===== src/rtl/rgbh_pkg.sv =====
// ----------------------------------------------------------------------------
// rgbh_pkg
// Shared constants and pipeline types for the RGB to HSV converter.
// ----------------------------------------------------------------------------
package rgbh_pkg;

  localparam int CHAN_W     = 8;
  localparam int HUE_FRAC_W = 4;
  localparam int HUE_W      = 13;
  localparam int CMAX       = (2 ** CHAN_W) - 1;
  localparam int SECTOR     = 60 * (2 ** HUE_FRAC_W);
  localparam int CIRCLE     = 6 * SECTOR;
  localparam int HQ_W       = $clog2(SECTOR + 1);
  localparam int Q_W        = (HQ_W > CHAN_W) ? HQ_W : CHAN_W;
  localparam int NUM_W      = CHAN_W + Q_W;
  localparam int REM_W      = CHAN_W + 1;
  localparam int LATENCY    = Q_W + 2;

  // one long division in flight: numerator bits shift out, quotient bits in
  typedef struct packed {
    logic [NUM_W-1:0]  num;
    logic [REM_W-1:0]  rem;
    logic [CHAN_W-1:0] div;
  } lane_t;

  typedef struct packed {
    logic              valid;
    lane_t             sat;
    lane_t             hue;
    logic              neg;
    logic [HUE_W-1:0]  base;
    logic [CHAN_W-1:0] value;
    logic              undef;
  } stage_t;

endpackage


===== src/rtl/rgbh_front.sv =====
// ----------------------------------------------------------------------------
// rgbh_front
// Picks the largest channel, forms delta and the two division numerators.
// ----------------------------------------------------------------------------
module rgbh_front (
  input  logic                         clk,
  input  logic                         rst,
  input  logic                         accept,
  input  logic [rgbh_pkg::CHAN_W-1:0]  red_in,
  input  logic [rgbh_pkg::CHAN_W-1:0]  green_in,
  input  logic [rgbh_pkg::CHAN_W-1:0]  blue_in,
  output rgbh_pkg::stage_t             stage
);
  import rgbh_pkg::*;

  localparam logic [1:0] SEL_RED   = 2'd0;
  localparam logic [1:0] SEL_GREEN = 2'd1;
  localparam logic [1:0] SEL_BLUE  = 2'd2;

  logic [1:0]        sel;
  logic [CHAN_W-1:0] mx;
  logic [CHAN_W-1:0] mn;
  logic [CHAN_W-1:0] delta;
  logic [CHAN_W-1:0] opa;
  logic [CHAN_W-1:0] opb;
  logic [CHAN_W-1:0] mag;
  logic              neg;
  logic [HUE_W-1:0]  base;
  logic [NUM_W-1:0]  sat_num;
  logic [NUM_W-1:0]  hue_num;
  stage_t            stage_next;

  always_comb begin
    if (red_in > green_in && red_in > blue_in) begin
      sel = SEL_RED;
      mx  = red_in;
    end else if (green_in > blue_in) begin
      sel = SEL_GREEN;
      mx  = green_in;
    end else begin
      sel = SEL_BLUE;
      mx  = blue_in;
    end
    mn = red_in;
    if (green_in < mn) mn = green_in;
    if (blue_in < mn) mn = blue_in;
    delta = mx - mn;

    unique case (sel)
      SEL_RED: begin
        opa  = green_in;
        opb  = blue_in;
        base = '0;
      end
      SEL_GREEN: begin
        opa  = blue_in;
        opb  = red_in;
        base = HUE_W'(2 * SECTOR);
      end
      default: begin
        opa  = red_in;
        opb  = green_in;
        base = HUE_W'(4 * SECTOR);
      end
    endcase
    neg = opa < opb;
    mag = neg ? (opb - opa) : (opa - opb);

    sat_num = NUM_W'(CMAX) * NUM_W'(delta);
    hue_num = NUM_W'(SECTOR) * NUM_W'(mag);

    stage_next.valid     = accept;
    stage_next.sat.rem   = {1'b0, sat_num[NUM_W-1:Q_W]};
    stage_next.sat.num   = {sat_num[Q_W-1:0], {CHAN_W{1'b0}}};
    stage_next.sat.div   = mx;
    stage_next.hue.rem   = {1'b0, hue_num[NUM_W-1:Q_W]};
    stage_next.hue.num   = {hue_num[Q_W-1:0], {CHAN_W{1'b0}}};
    stage_next.hue.div   = delta;
    stage_next.neg       = neg;
    stage_next.base      = base;
    stage_next.value     = mx;
    // black pixels have delta zero as well
    stage_next.undef     = (delta == '0);
  end

  always_ff @(posedge clk) begin
    if (rst) begin
      stage.valid <= 1'b0;
    end else begin
      stage.valid <= stage_next.valid;
    end
  end

  always_ff @(posedge clk) begin
    stage.sat   <= stage_next.sat;
    stage.hue   <= stage_next.hue;
    stage.neg   <= stage_next.neg;
    stage.base  <= stage_next.base;
    stage.value <= stage_next.value;
    stage.undef <= stage_next.undef;
  end

endmodule


===== src/rtl/rgbh_cell.sv =====
// ----------------------------------------------------------------------------
// rgbh_cell
// One restoring division step for both the saturation and hue quotients.
// ----------------------------------------------------------------------------
module rgbh_cell (
  input  logic             clk,
  input  logic             rst,
  input  rgbh_pkg::stage_t stage_in,
  output rgbh_pkg::stage_t stage_out
);
  import rgbh_pkg::*;

  lane_t  sat_next;
  lane_t  hue_next;
  logic [REM_W-1:0] sat_trial;
  logic [REM_W-1:0] hue_trial;
  logic             sat_ge;
  logic             hue_ge;

  always_comb begin
    sat_trial = {stage_in.sat.rem[REM_W-2:0], stage_in.sat.num[NUM_W-1]};
    sat_ge    = sat_trial >= {1'b0, stage_in.sat.div};
    sat_next.rem = sat_ge ? (sat_trial - {1'b0, stage_in.sat.div}) : sat_trial;
    sat_next.num = {stage_in.sat.num[NUM_W-2:0], sat_ge};
    sat_next.div = stage_in.sat.div;

    hue_trial = {stage_in.hue.rem[REM_W-2:0], stage_in.hue.num[NUM_W-1]};
    hue_ge    = hue_trial >= {1'b0, stage_in.hue.div};
    hue_next.rem = hue_ge ? (hue_trial - {1'b0, stage_in.hue.div}) : hue_trial;
    hue_next.num = {stage_in.hue.num[NUM_W-2:0], hue_ge};
    hue_next.div = stage_in.hue.div;
  end

  always_ff @(posedge clk) begin
    if (rst) begin
      stage_out.valid <= 1'b0;
    end else begin
      stage_out.valid <= stage_in.valid;
    end
  end

  always_ff @(posedge clk) begin
    stage_out.sat   <= sat_next;
    stage_out.hue   <= hue_next;
    stage_out.neg   <= stage_in.neg;
    stage_out.base  <= stage_in.base;
    stage_out.value <= stage_in.value;
    stage_out.undef <= stage_in.undef;
  end

endmodule


===== src/rtl/rgbh_back.sv =====
// ----------------------------------------------------------------------------
// rgbh_back
// Applies sector base, floor rounding and wrap, and registers the result.
// ----------------------------------------------------------------------------
module rgbh_back (
  input  logic                         clk,
  input  logic                         rst,
  input  rgbh_pkg::stage_t             stage,
  output logic                         done,
  output logic [rgbh_pkg::HUE_W-1:0]   hue_out,
  output logic                         hue_undefined,
  output logic [rgbh_pkg::CHAN_W-1:0]  saturation_out,
  output logic [rgbh_pkg::CHAN_W-1:0]  value_out
);
  import rgbh_pkg::*;

  logic [HUE_W:0]    mag;
  logic [HUE_W:0]    sum;
  logic [HUE_W:0]    wrapped;
  logic [HUE_W-1:0]  hue_next;
  logic [CHAN_W-1:0] sat_next;

  always_comb begin
    // negative differences round down, so a non-zero remainder adds one
    mag = (HUE_W + 1)'(stage.hue.num[Q_W-1:0])
        + (HUE_W + 1)'(stage.neg && (stage.hue.rem != '0));
    sum = stage.neg ? ({1'b0, stage.base} - mag) : ({1'b0, stage.base} + mag);
    wrapped  = sum[HUE_W] ? (sum + (HUE_W + 1)'(CIRCLE)) : sum;
    hue_next = stage.undef ? '0 : wrapped[HUE_W-1:0];
    sat_next = stage.undef ? '0 : stage.sat.num[CHAN_W-1:0];
  end

  always_ff @(posedge clk) begin
    if (rst) begin
      done <= 1'b0;
    end else begin
      done <= stage.valid;
    end
  end

  always_ff @(posedge clk) begin
    hue_out        <= hue_next;
    hue_undefined  <= stage.undef;
    saturation_out <= sat_next;
    value_out      <= stage.value;
  end

endmodule


===== src/rtl/rgb_to_hsv.sv =====
// ----------------------------------------------------------------------------
// rgb_to_hsv
// RGB to HSV pixel converter built as a pipelined chain of division cells.
// ----------------------------------------------------------------------------
// One pixel may be requested on every clock: busy is never raised, since the
// receiver cannot stall and nothing inside waits. Each request comes out with
// done high for one cycle; between request and result lie one input stage,
// one stage per quotient bit of the ten-cell division chain and one output
// register. Hue is in sixteenths of a degree (0..5759); grey and black
// pixels give hue_undefined with hue and saturation zero.
module rgb_to_hsv (
  input  logic                         clk,
  input  logic                         rst,
  input  logic                         start,
  output logic                         busy,
  input  logic [rgbh_pkg::CHAN_W-1:0]  red_in,
  input  logic [rgbh_pkg::CHAN_W-1:0]  green_in,
  input  logic [rgbh_pkg::CHAN_W-1:0]  blue_in,
  output logic                         done,
  output logic [rgbh_pkg::HUE_W-1:0]   hue_out,
  output logic                         hue_undefined,
  output logic [rgbh_pkg::CHAN_W-1:0]  saturation_out,
  output logic [rgbh_pkg::CHAN_W-1:0]  value_out
);
  import rgbh_pkg::*;

  stage_t chain [Q_W+1];
  logic   accept;

  assign busy   = 1'b0;
  assign accept = start && !busy;

  rgbh_front u_front (
    .clk      (clk),
    .rst      (rst),
    .accept   (accept),
    .red_in   (red_in),
    .green_in (green_in),
    .blue_in  (blue_in),
    .stage    (chain[0])
  );

  for (genvar i = 0; i < Q_W; i++) begin : g_cell
    rgbh_cell u_cell (
      .clk       (clk),
      .rst       (rst),
      .stage_in  (chain[i]),
      .stage_out (chain[i+1])
    );
  end

  rgbh_back u_back (
    .clk            (clk),
    .rst            (rst),
    .stage          (chain[Q_W]),
    .done           (done),
    .hue_out        (hue_out),
    .hue_undefined  (hue_undefined),
    .saturation_out (saturation_out),
    .value_out      (value_out)
  );

`ifndef SYNTH
  a_latency: assert property (@(posedge clk) disable iff (rst)
    accept |-> ##LATENCY done)
    else $error("request did not complete after pipeline latency");

  a_no_orphan: assert property (@(posedge clk) disable iff (rst)
    done |-> $past(accept, LATENCY))
    else $error("result without matching request");

  a_undef_zero: assert property (@(posedge clk) disable iff (rst)
    done && hue_undefined |-> hue_out == '0 && saturation_out == '0)
    else $error("undefined hue with non-zero hue or saturation");

  a_hue_range: assert property (@(posedge clk) disable iff (rst)
    done |-> hue_out < HUE_W'(CIRCLE))
    else $error("hue beyond full circle");

  a_colour_sat: assert property (@(posedge clk) disable iff (rst)
    done && !hue_undefined |-> saturation_out != '0 && value_out != '0)
    else $error("coloured pixel with zero saturation or value");
`endif

endmodule


===== config.mk =====
export PLATFORM = sky130hd
export DESIGN_NAME = rgb_to_hsv
export DESIGN_NICKNAME = d
export VERILOG_FILES = /design/src/rtl/rgbh_pkg.sv /design/src/rtl/rgbh_front.sv /design/src/rtl/rgbh_cell.sv /design/src/rtl/rgbh_back.sv /design/src/rtl/rgb_to_hsv.sv
export SDC_FILE = /design/constraint.sdc
export NUM_CORES = 1
export LEC_CHECK = 0
export BUFFER_PORTS_ARGS = -buffer_cell sky130_fd_sc_hd__buf_2
export CORE_AREA = 2 2 204 256
export CTS_BUF_LIST = sky130_fd_sc_hd__clkbuf_4
export CTS_CLUSTER_DIAMETER = 40
export CTS_CLUSTER_SIZE = 8
export DETAILED_ROUTE_END_ITERATION = 7
export DIE_AREA = 0 0 206 258
export GPL_TIMING_DRIVEN = 0
export PLACE_DENSITY = 0.77
export SLEW_MARGIN = 15
export SYNTH_ARGS = -nofsm -noshare
export SYNTH_HDL_FRONTEND = slang
export SYNTH_SLANG_ARGS = --single-unit

===== constraint.sdc =====
create_clock -name clk -period 19.1 [get_ports clk]
set_input_delay 4.775 -clock clk [delete_from_list [all_inputs] [get_ports clk]]
set_output_delay 4.775 -clock clk [all_outputs]
set_load 0.005 [all_outputs]

Word-level counts from Yosys, hierarchy flattened. Cells that the tools add are included.

Register bits after elaboration: 704. Input bits: 27. Output and inout bits: 32. Word-level logic and storage cells: 211.

$add $sub $neg: 26. Multiply operators: 2. Magnitude comparators: 26. Equal/unequal tests: 1. Multiplexer cells: 31. Reduce and logical (&&, ||, !) cells: 5.

Operators by type and width (number): $mux 8 (22); $ge 9x8->1 (19); $sub 8x8->8 (20); $pmux 8 s2 (2); $gt 8x8->1 (3); $lt 8x8->1 (3); $pmux 12 s2 (1); $mul 8x8->16 const A (1); $mux 14 (1); $add 12x11->13 (1); $add 13x13->13 const B (1); $mux 13 (1); $sub 12x11->13 (1); $mul 4x8->12 const A (1); $add 10x1->11 (1); $mux 9 (1); $reduce_bool 9->1 (1); $sub 9x8->9 (1); $ge 7x8->1 (1); $logic_not 8->1 (1); $sub 7x8->8 (1); $mux 7 (1); $mux 2 (2); $eq 2x1->1 const B (1); other kinds (2) (3).

Longest topological paths before layout. Gate-level depths: netlist (run 1).

Word-level depth: 8. Mapped depth: 43.

Modules after synthesis. A second synthesis (run 1) with hierarchy kept.

Cell total of the unflattened synthesis: 3304. Area total of the unflattened synthesis: 37528.5 um^2.

Modules (own cells, without submodules): rgbh_cell (g_cell[0].u_cell ...) (instances 6, cells an instance 239, area each 2984.1 um^2, sequential area each 1881.8 um^2); rgbh_cell (g_cell[7].u_cell ...) (instances 3, cells an instance 234, area each 2919.0 um^2, sequential area each 1881.8 um^2); rgbh_front (instances 1, cells an instance 686, area each 5919.4 um^2, sequential area each 980.9 um^2); rgbh_cell (g_cell[1].u_cell) (instances 1, cells an instance 244, area each 2924.1 um^2, sequential area each 1881.8 um^2); rgbh_back (instances 1, cells an instance 236, area each 2011.9 um^2, sequential area each 620.6 um^2); rgb_to_hsv (instances 1, cells an instance 2, area each 11.3 um^2, sequential area each 0.0 um^2).

Worst setup path after synthesis (run 1). OpenSTA, ideal clock, no wires.

Path type: in2reg. Start: input port red_in[2] (netlist name). End: register u_front.stage[70] (netlist name). Arrival: 13.140 ns. Required time: 19.028 ns. Path slack: 5.888 ns. Stages on the path: 41. Path buffers: 2. Cell sequence: inv_1 ha_1 a211oi_1 o21ai_1 a21oi_2 clkbuf_1 nor2_1 a21oi_1 ha_1 a21oi_1 nor2b_1 o21ai_0 nand2b_1 nor3b_1 a21oi_1 clkbuf_1 o21ai_0 ha_1 [5 not listed] a31oi_1 xnor2_1 xnor2_1 fa_1 inv_1 fa_1 inv_1 fa_1 inv_1 fa_1 inv_1 ha_1 a21boi_0 o311a_1 o21a_1 o21a_1 o41ai_1 xnor2_1.

Cells in the longest elaborated chain, start to end: 6. Elaborated cells on any way between the ends: 10. Those cells by class: add/sub: 1; mul: 1; order compare: 4; mux: 3; reduce/logical: 1.

Ends and longest elaborated chain: from (decl) (RTL line rgb_to_hsv.sv:16) `input logic [rgbh_pkg::CHAN_W-1:0] red_in,`; $lt 8x8->1 (RTL line rgbh_front.sv:45) `if (green_in < mn) mn = green_in;`; $mux 8 (RTL line rgbh_front.sv:45); $lt 8x8->1 (RTL line rgbh_front.sv:46) `if (blue_in < mn) mn = blue_in;`; $mux 8 (RTL line rgbh_front.sv:46); $sub 8x8->8 * (RTL line rgbh_front.sv:47) `delta = mx - mn;`; $mul 8x8->16 * (RTL line rgbh_front.sv:69) `sat_num = NUM_W'(CMAX) * NUM_W'(delta);`; via u_front.sat_num[14] (RTL line rgbh_front.sv:29) `logic [NUM_W-1:0] sat_num;`; to (decl) (RTL line rgbh_front.sv:12) `output rgbh_pkg::stage_t stage`.

Mark *: on every way through the listed nets, which the timed path passes. The rest lies on a longest branch. A chain may end at the register's enable or synchronous reset.

Final worst setup path (run 1).
Start: input port red_in[2] (netlist name). End: register u_front.stage[70] (netlist name).

Cells in the longest elaborated chain, start to end: 6. Elaborated cells on any way between the ends: 10. Those cells by class: add/sub: 1; mul: 1; order compare: 4; mux: 3; reduce/logical: 1.

Ends and longest elaborated chain: $lt 8x8->1 (RTL line rgbh_front.sv:45); $mux 8 (RTL line rgbh_front.sv:45); $lt 8x8->1 (RTL line rgbh_front.sv:46); $mux 8 (RTL line rgbh_front.sv:46); $sub 8x8->8 * (RTL line rgbh_front.sv:47); via u_front.delta[6] (RTL line rgbh_front.sv:23) `logic [CHAN_W-1:0] delta;`; $mul 8x8->16 * (RTL line rgbh_front.sv:69); via u_front.sat_num[14] (RTL line rgbh_front.sv:29).

Marked as above.

==> results by group, run 1 <==
Run status
  – Status: finished clean

STA
  – Clock Skew: 64.9 ps
  – Final Hold Vio Count: 0
  – Hold Slack: 301 ps
  – Max Slew Vio Count: 0
  – Setup violators final: 0
  – Worst Setup Slack, final: about 5400 ps
  – Tcrit/Tclk final: a little under three quarters
  – Period minus WS final: ~14000 ps
  – RSZ-0062 raised after global routing: false
  – FMAX: roughly 73 MHz
  – Setup TNS: 0 ps
  – Slew at the pin with the worst max-slew slack: between 700 and 800 ps
  – Max-slew headroom: a little over half

Hold path
  – Worst Hold Path Cells: 0
  – Type of the most critical hold path: flip-flop to flip-flop
  – Worst hold path startpoint: g_cell[1].u_cell.stage_out[40]
  – Hold Crit Endpoint: g_cell[2].u_cell.stage_out[41]

Yosys
  – Yosys top cell by area: dfxtp_1
  – Asr flop ratio synth: 0%
  – Mapped Area: approximately 0.025 mm²
  – #FFs+latches synth: between 500 and 600
  – Ys Warns: 0
  – Syn Inst Count: about 2500
  – EDFF count, synth: 0
  – Synth top area share: approximately 46%
  – Unique cell type count in the Yosys netlist: between 60 and 70
  – Synth cell count leaders: dfxtp_1, inv_1, ha_1
  – Syn nets: ~2900
  – Prevailing post-synth register cell: dfxtp_1
  – Main area contributors after synthesis: dfxtp_1, ha_1, inv_1
  – Mean Syn Cell Area: 9.97 µm²
  – Most numerous cell in the Yosys netlist: dfxtp_1
  – Sequential element share of the synthesized area: between 40% and 50%

Setup path
  – R2r worst-path depth: 17
  – Worst r2r src: g_cell[9].u_cell.stage_out[22]
  – WP data arrival: around 14000 ps
  – FF-to-FF setup slack: between 10000 and 15000 ps
  – Kind of critical path: input port to flip-flop
  – Crit-path slowest cell: fa_1
  – Worst setup EP type: flip-flop
  – WP data required: ~20000 ps
  – Reg-to-Reg End: u_back.hue_out[9]
  – Max FO, Critical Path: 10
  – Top cell by count, worst path: inv_1
  – Startpoint types: input port
  – CP peak stage delay: ~620 ps

Die
  – Core area: between 0.05 and 0.06 mm²
  – Starting Density: 49.1%
  – Chip width: just over 200 µm
  – Die H: around 260 µm
  – Ports: 59
  – Die Footprint: approximately 0.053 mm²
  – Site Rows: slightly above 90

Routing
  – Routed WL per cell: between 10 and 15 µm
  – DR vias/cell: between 5 and 6
  – Via Count: between 15000 and 20000
  – Total Wirelength: 43700 µm
  – Final ANT Viol Nets: 0
  – Iter 0 DRT Violations: between 400 and 500
  – First drt pass iteration count: 5
  – # DRC: 0

GRT
  – Largest net degree at the start of global routing: 13
  – Antenna violations before repair: 1
  – Tot GR Track Use: between 15 and 20%
  – Vias in the first global route: roughly 17000
  – First-pass GRT wire length: ~75000 µm
  – Remaining global-route overflow: 0

Clock tree
  – H-tree levels: 3
  – Setup bufs post-CTS: 0
  – Total CTS buffers: between 80 and 90
  – Clk pin slew, worst setup/hold paths: roughly 100 ps
  – Worst-skew pair later-pin latency: around 830 ps
  – Max clock buf depth: 3
  – Post-CTS Hold Buffers: 0
  – Resize count post-CTS: 0
  – CTS tree: built
  – Clk sink count: 578
  – Clk root buf: clkbuf_4

Run
  – Max-Cap Viols: 0

Placed design
  – Gpl congestion: around 0.84
  – IO Port Bufs: 57
  – DP Wirelength: around 35000 µm
  – Setup WS pre-CTS: 4580 ps

Finish
  – Area grow syn2layout: 7.50%
  – Layout Nets: a little over 3000
  – Layout Utilization: 52.8%
  – Final-layout fill cell count: 4454
  – Share of cells above drive strength 1: 7.81%
==> state kept, by name, indices dropped and copies added, names as in the netlist <==
name / cells
u_back.value_out: 8
u_back.hue_out: 13
u_front.stage: 49
u_back.done: 1
u_back.hue_undefined: 1
u_back.saturation_out: 8
g_cell.u_cell.stage_out: 498
==> per-layer routing <==
metal | GRT usage [%] | wire, µm
met5 | 0 | 0
met4 | 9.82 | 2100
met3 | 2.88 | 1600
met2 | 33.4 | 23800
met1 | 16.1 | 16200
==> how the worst max path moves through the flow <==
stage                        endpoint  depth (start not counted)  startpoint
finish              u_front.stage[70]                         42   red_in[2]
global route        u_front.stage[70]                         40   red_in[2]
CTS                 u_front.stage[70]                         42   red_in[2]
detailed placement  u_front.stage[70]                         42   red_in[2]
global placement    u_front.stage[70]                         42   red_in[2]
floorplan           u_front.stage[70]                         41   red_in[2]
==> cell type report <==
class | instances | area, µm² | area share, %
multi-input cells | 1567 | 12000 | 44.7
flip-flops and latches | 578 | 11600 | 43.0
inverters | 327 | 1230 | 4.56
well taps | 665 | 832 | 3.09
clock buffers | 87 | 653 | 2.43
repair buffers | 57 | 285 | 1.06
plain buffers | 38 | 208 | 0.772
clock inverters | 9 | 105 | 0.391
diodes | 1 | 2.50 | 0.00930
==> cell families (layout without fill, tap and decap cells) <==
logic type | count (synthesis) | after routing | share of synthesized area [%]
AO/OA/AOI/OAI | 491 | 491 | 11.8
XOR/XNOR | 147 | 147 | 5.17
adder cells (fa/ha/maj) | 337 | 337 | 18.6
buffers and inverters | 365 | 518 | 5.73
flip-flops | 578 | 578 | 46.2
multiplexers | 47 | 47 | 2.02
other | 1 | 2 | 0.0150
AND/OR/NAND/NOR | 544 | 544 | 10.4
==> worst max-delay path: cells and delay by family <==
family | cells | cell delay [ps]
simple gates | 4 | 420
xor+xnor | 2 | 460
compound gates | 17 | 3700
fa+ha+maj | 9 | 3710
buf+inv | 10 | 1400
==> stage by stage <==
step / std cells / instance area, µm²
4_1_cts: 3328 / 26900
6_report: 3329 / 26900
3_5_place_dp: 3232 / 26100
2_1_floorplan: 2510 / 25000
3_3_place_gp: 3232 / 26100
5_1_grt: 3329 / 26900
==> cells in the final DEF (no fill, tap or decap), types with 3 or more instances in the layout <==
master and instances:
nor2_1 217, xnor2_1 106, nand3_1 14, a21oi_2 3, clkbuf_1 32, inv_1 327
a21oi_1 180, o21a_1 9, xor2_1 40, o21ai_2 3, o21ai_0 141, o21bai_1 7
fa_1 60, mux2_2 28, nor3_1 30, nand3b_1 3, or3_1 4, buf_2 57
o21ai_1 6, a211oi_1 22, nand2_1 95, clkbuf_4 87, and2_1 6, a21boi_0 37
mux2i_1 18, a31oi_1 4, buf_6 3, dfxtp_1 578, nor2b_1 71, nand2b_1 46
and3_1 7, ha_1 277, o22ai_1 4, a21o_1 38, nand4_1 34, and4_1 3
a2bb2oi_1 17
Power of run 1 is not shown: default switching activity piles up to over one toggle a cycle in this logic, so the estimate is an artifact.
==> run 2, diff against run 1 <==
- PLACE_DENSITY: 0.77 -> 0.8
- clock period: 19.1 -> 11.05 ns (I/O delays scaled with it)
==> run 2 against run 1 <==
Effect of this change:
- global-route usage about the same
- wire length increased by 1.7%
- non-clock buffer count rose by 4
- worst hold slack got worse by 54 ps
- die area unchanged
- first-iteration DRC count rose by 10%
- design area rose by 0.63%
- via count increased by 1.2%
- flip-flop and latch count unchanged
- count of clock-buffer cells in the layout up 1
- critical path type unchanged
- largest cell class unchanged
==> results by group, run 2 (same netlist as run 1, synthesis figures left out) <==
GRT
  – Antenna violations before repair: 2
  – Tot GR Track Use: 16.9%
  – Remaining global-route overflow: 0
  – First-pass GRT wire length: ~75000 µm
  – Largest net degree at the start of global routing: 14
  – Vias in the first global route: 17600

Setup path
  – CP peak stage delay: 600 ps
  – Worst setup EP type: flip-flop
  – WP data required: approximately 12000 ps
  – Kind of critical path: input port to flip-flop
  – Top cell by count, worst path: inv_1
  – Crit-path slowest cell: fa_2
  – Max FO, Critical Path: 10
  – Startpoint types: input port
  – R2r worst-path depth: 17
  – WP data arrival: about 11000 ps

Clock tree
  – H-tree levels: 3
  – CTS tree: built
  – Clk pin slew, worst setup/hold paths: 90 ps
  – Clk root buf: clkbuf_4
  – Max clock buf depth: 3
  – Clk sink count: 578
  – Worst-skew pair later-pin latency: ~810 ps
  – Total CTS buffers: 84

Routing
  – Via Count: 17000
  – Final ANT Viol Nets: 0
  – DR vias/cell: approximately 5
  – Routed WL per cell: between 10 and 15 µm
  – # DRC: 0
  – Total Wirelength: around 44000 µm
  – First drt pass iteration count: 5
  – Iter 0 DRT Violations: 530

STA
  – FMAX: between 90 and 100 MHz
  – Clock Skew: 90.7 ps
  – Max Slew Vio Count: 0
  – Max-slew headroom: a little under half
  – Slew at the pin with the worst max-slew slack: around 800 ps
  – Final Hold Vio Count: 0
  – Setup violators final: 0
  – Period minus WS final: 10620 ps
  – Tcrit/Tclk final: between 90 and 100%
  – Worst Setup Slack, final: between 400 and 500 ps

Run status
  – Status: finished clean

Finish
  – Reg area: 0.0116 mm²
  – Biggest register: g_cell.u_cell.stage_out
  – Area grow syn2layout: 8.18%
  – Commonest non-fill, non-tap cell in the layout: dfxtp_1
  – Area used by multi-input combinational logic: between 0.01 and 0.015 mm²
  – Most frequent cells in the layout: dfxtp_1, inv_1, ha_1
  – Share of cells above drive strength 1: 8.76%
  – Largest register FFs: roughly 500
  – Regs by FF count: g_cell.u_cell.stage_out (498), u_front.stage (49), u_back.hue_out (13)
  – Final-layout fill cell count: about 4300
  – Layout Utilization: ~53%
  – Layout Nets: slightly above 3000

Die
  – Chip width: approximately 210 µm
  – Ports: 59
  – Starting Density: about half
  – Site Rows: 93
  – Die H: 258 µm
  – Die Footprint: between 0.05 and 0.06 mm²
  – Core area: ~0.051 mm²

Placed design
  – Setup WS pre-CTS: -1270 ps
  – Gpl congestion: just under 0.9
  – IO Port Bufs: between 50 and 60
  – DP Wirelength: ~35000 µm

Hold path
  – Type of the most critical hold path: flip-flop to flip-flop
  – Worst Hold Path Cells: 0

Run
  – Max-Cap Viols: 0
-- run 2: routing by layer --
layer	part of all wire [%]	vias to the layer above	GRT usage [%]
met4	4.9	0	9.42
met3	3.3	148	2.97
met2	55	351	33.7
li1	-	8611	-
met5	0	-	0
met1	37	7890	15.9
-- run 2: cell type report --
cell class              count  area share, %
multi-input cells        1567           44.7
clock inverters            11          0.545
repair buffers             61           1.16
plain buffers              38          0.809
well taps                 665           3.07
inverters                 327           4.53
flip-flops and latches    578           42.7
clock buffers              88           2.44
diodes                      2         0.0185
-- run 2: path summary, 6_finish.rpt --
path / start / endpoint / slack (ps)
setup / recovery: red_in[2] / u_front.stage[70] / 430
hold / removal: g_cell[0].u_cell.stage_out[89] / g_cell[1].u_cell.stage_out[90] / 250
hold reg to reg: g_cell[0].u_cell.stage_out[89] / g_cell[1].u_cell.stage_out[90] / 250
setup reg to reg: g_cell[9].u_cell.stage_out[22] / u_back.hue_out[9] / 6850
-- run 2: what timing repair did --
item	4_1_cts	5_1_grt
hold buffers	0	0
setup endpoints to repair	4	6
pin swaps	1	3
resized for setup	4	15
setup buffers	1	3
cloned	0	0
-- run 2: critical path: cells and delay by family --
family          cells  cell delay [ps]
simple gates        4              420
xor+xnor            2              380
fa+ha+maj           9             3670
buf+inv            10             1010
compound gates     17             3130
-- run 2: metrics by stage --
stage          hold WS (ps)  area (µm²)  TNS [ps]  instances
6_report                247       27100         0       3337
5_1_grt                 225       27100     -19.8       3337
4_1_cts                 237       27000         0       3332
3_5_place_dp            312       26200     -7120       3232
3_3_place_gp            311       26200     -5760       3232
2_1_floorplan           310       25000         0       2510
Power of run 2 is left out for the same reason.
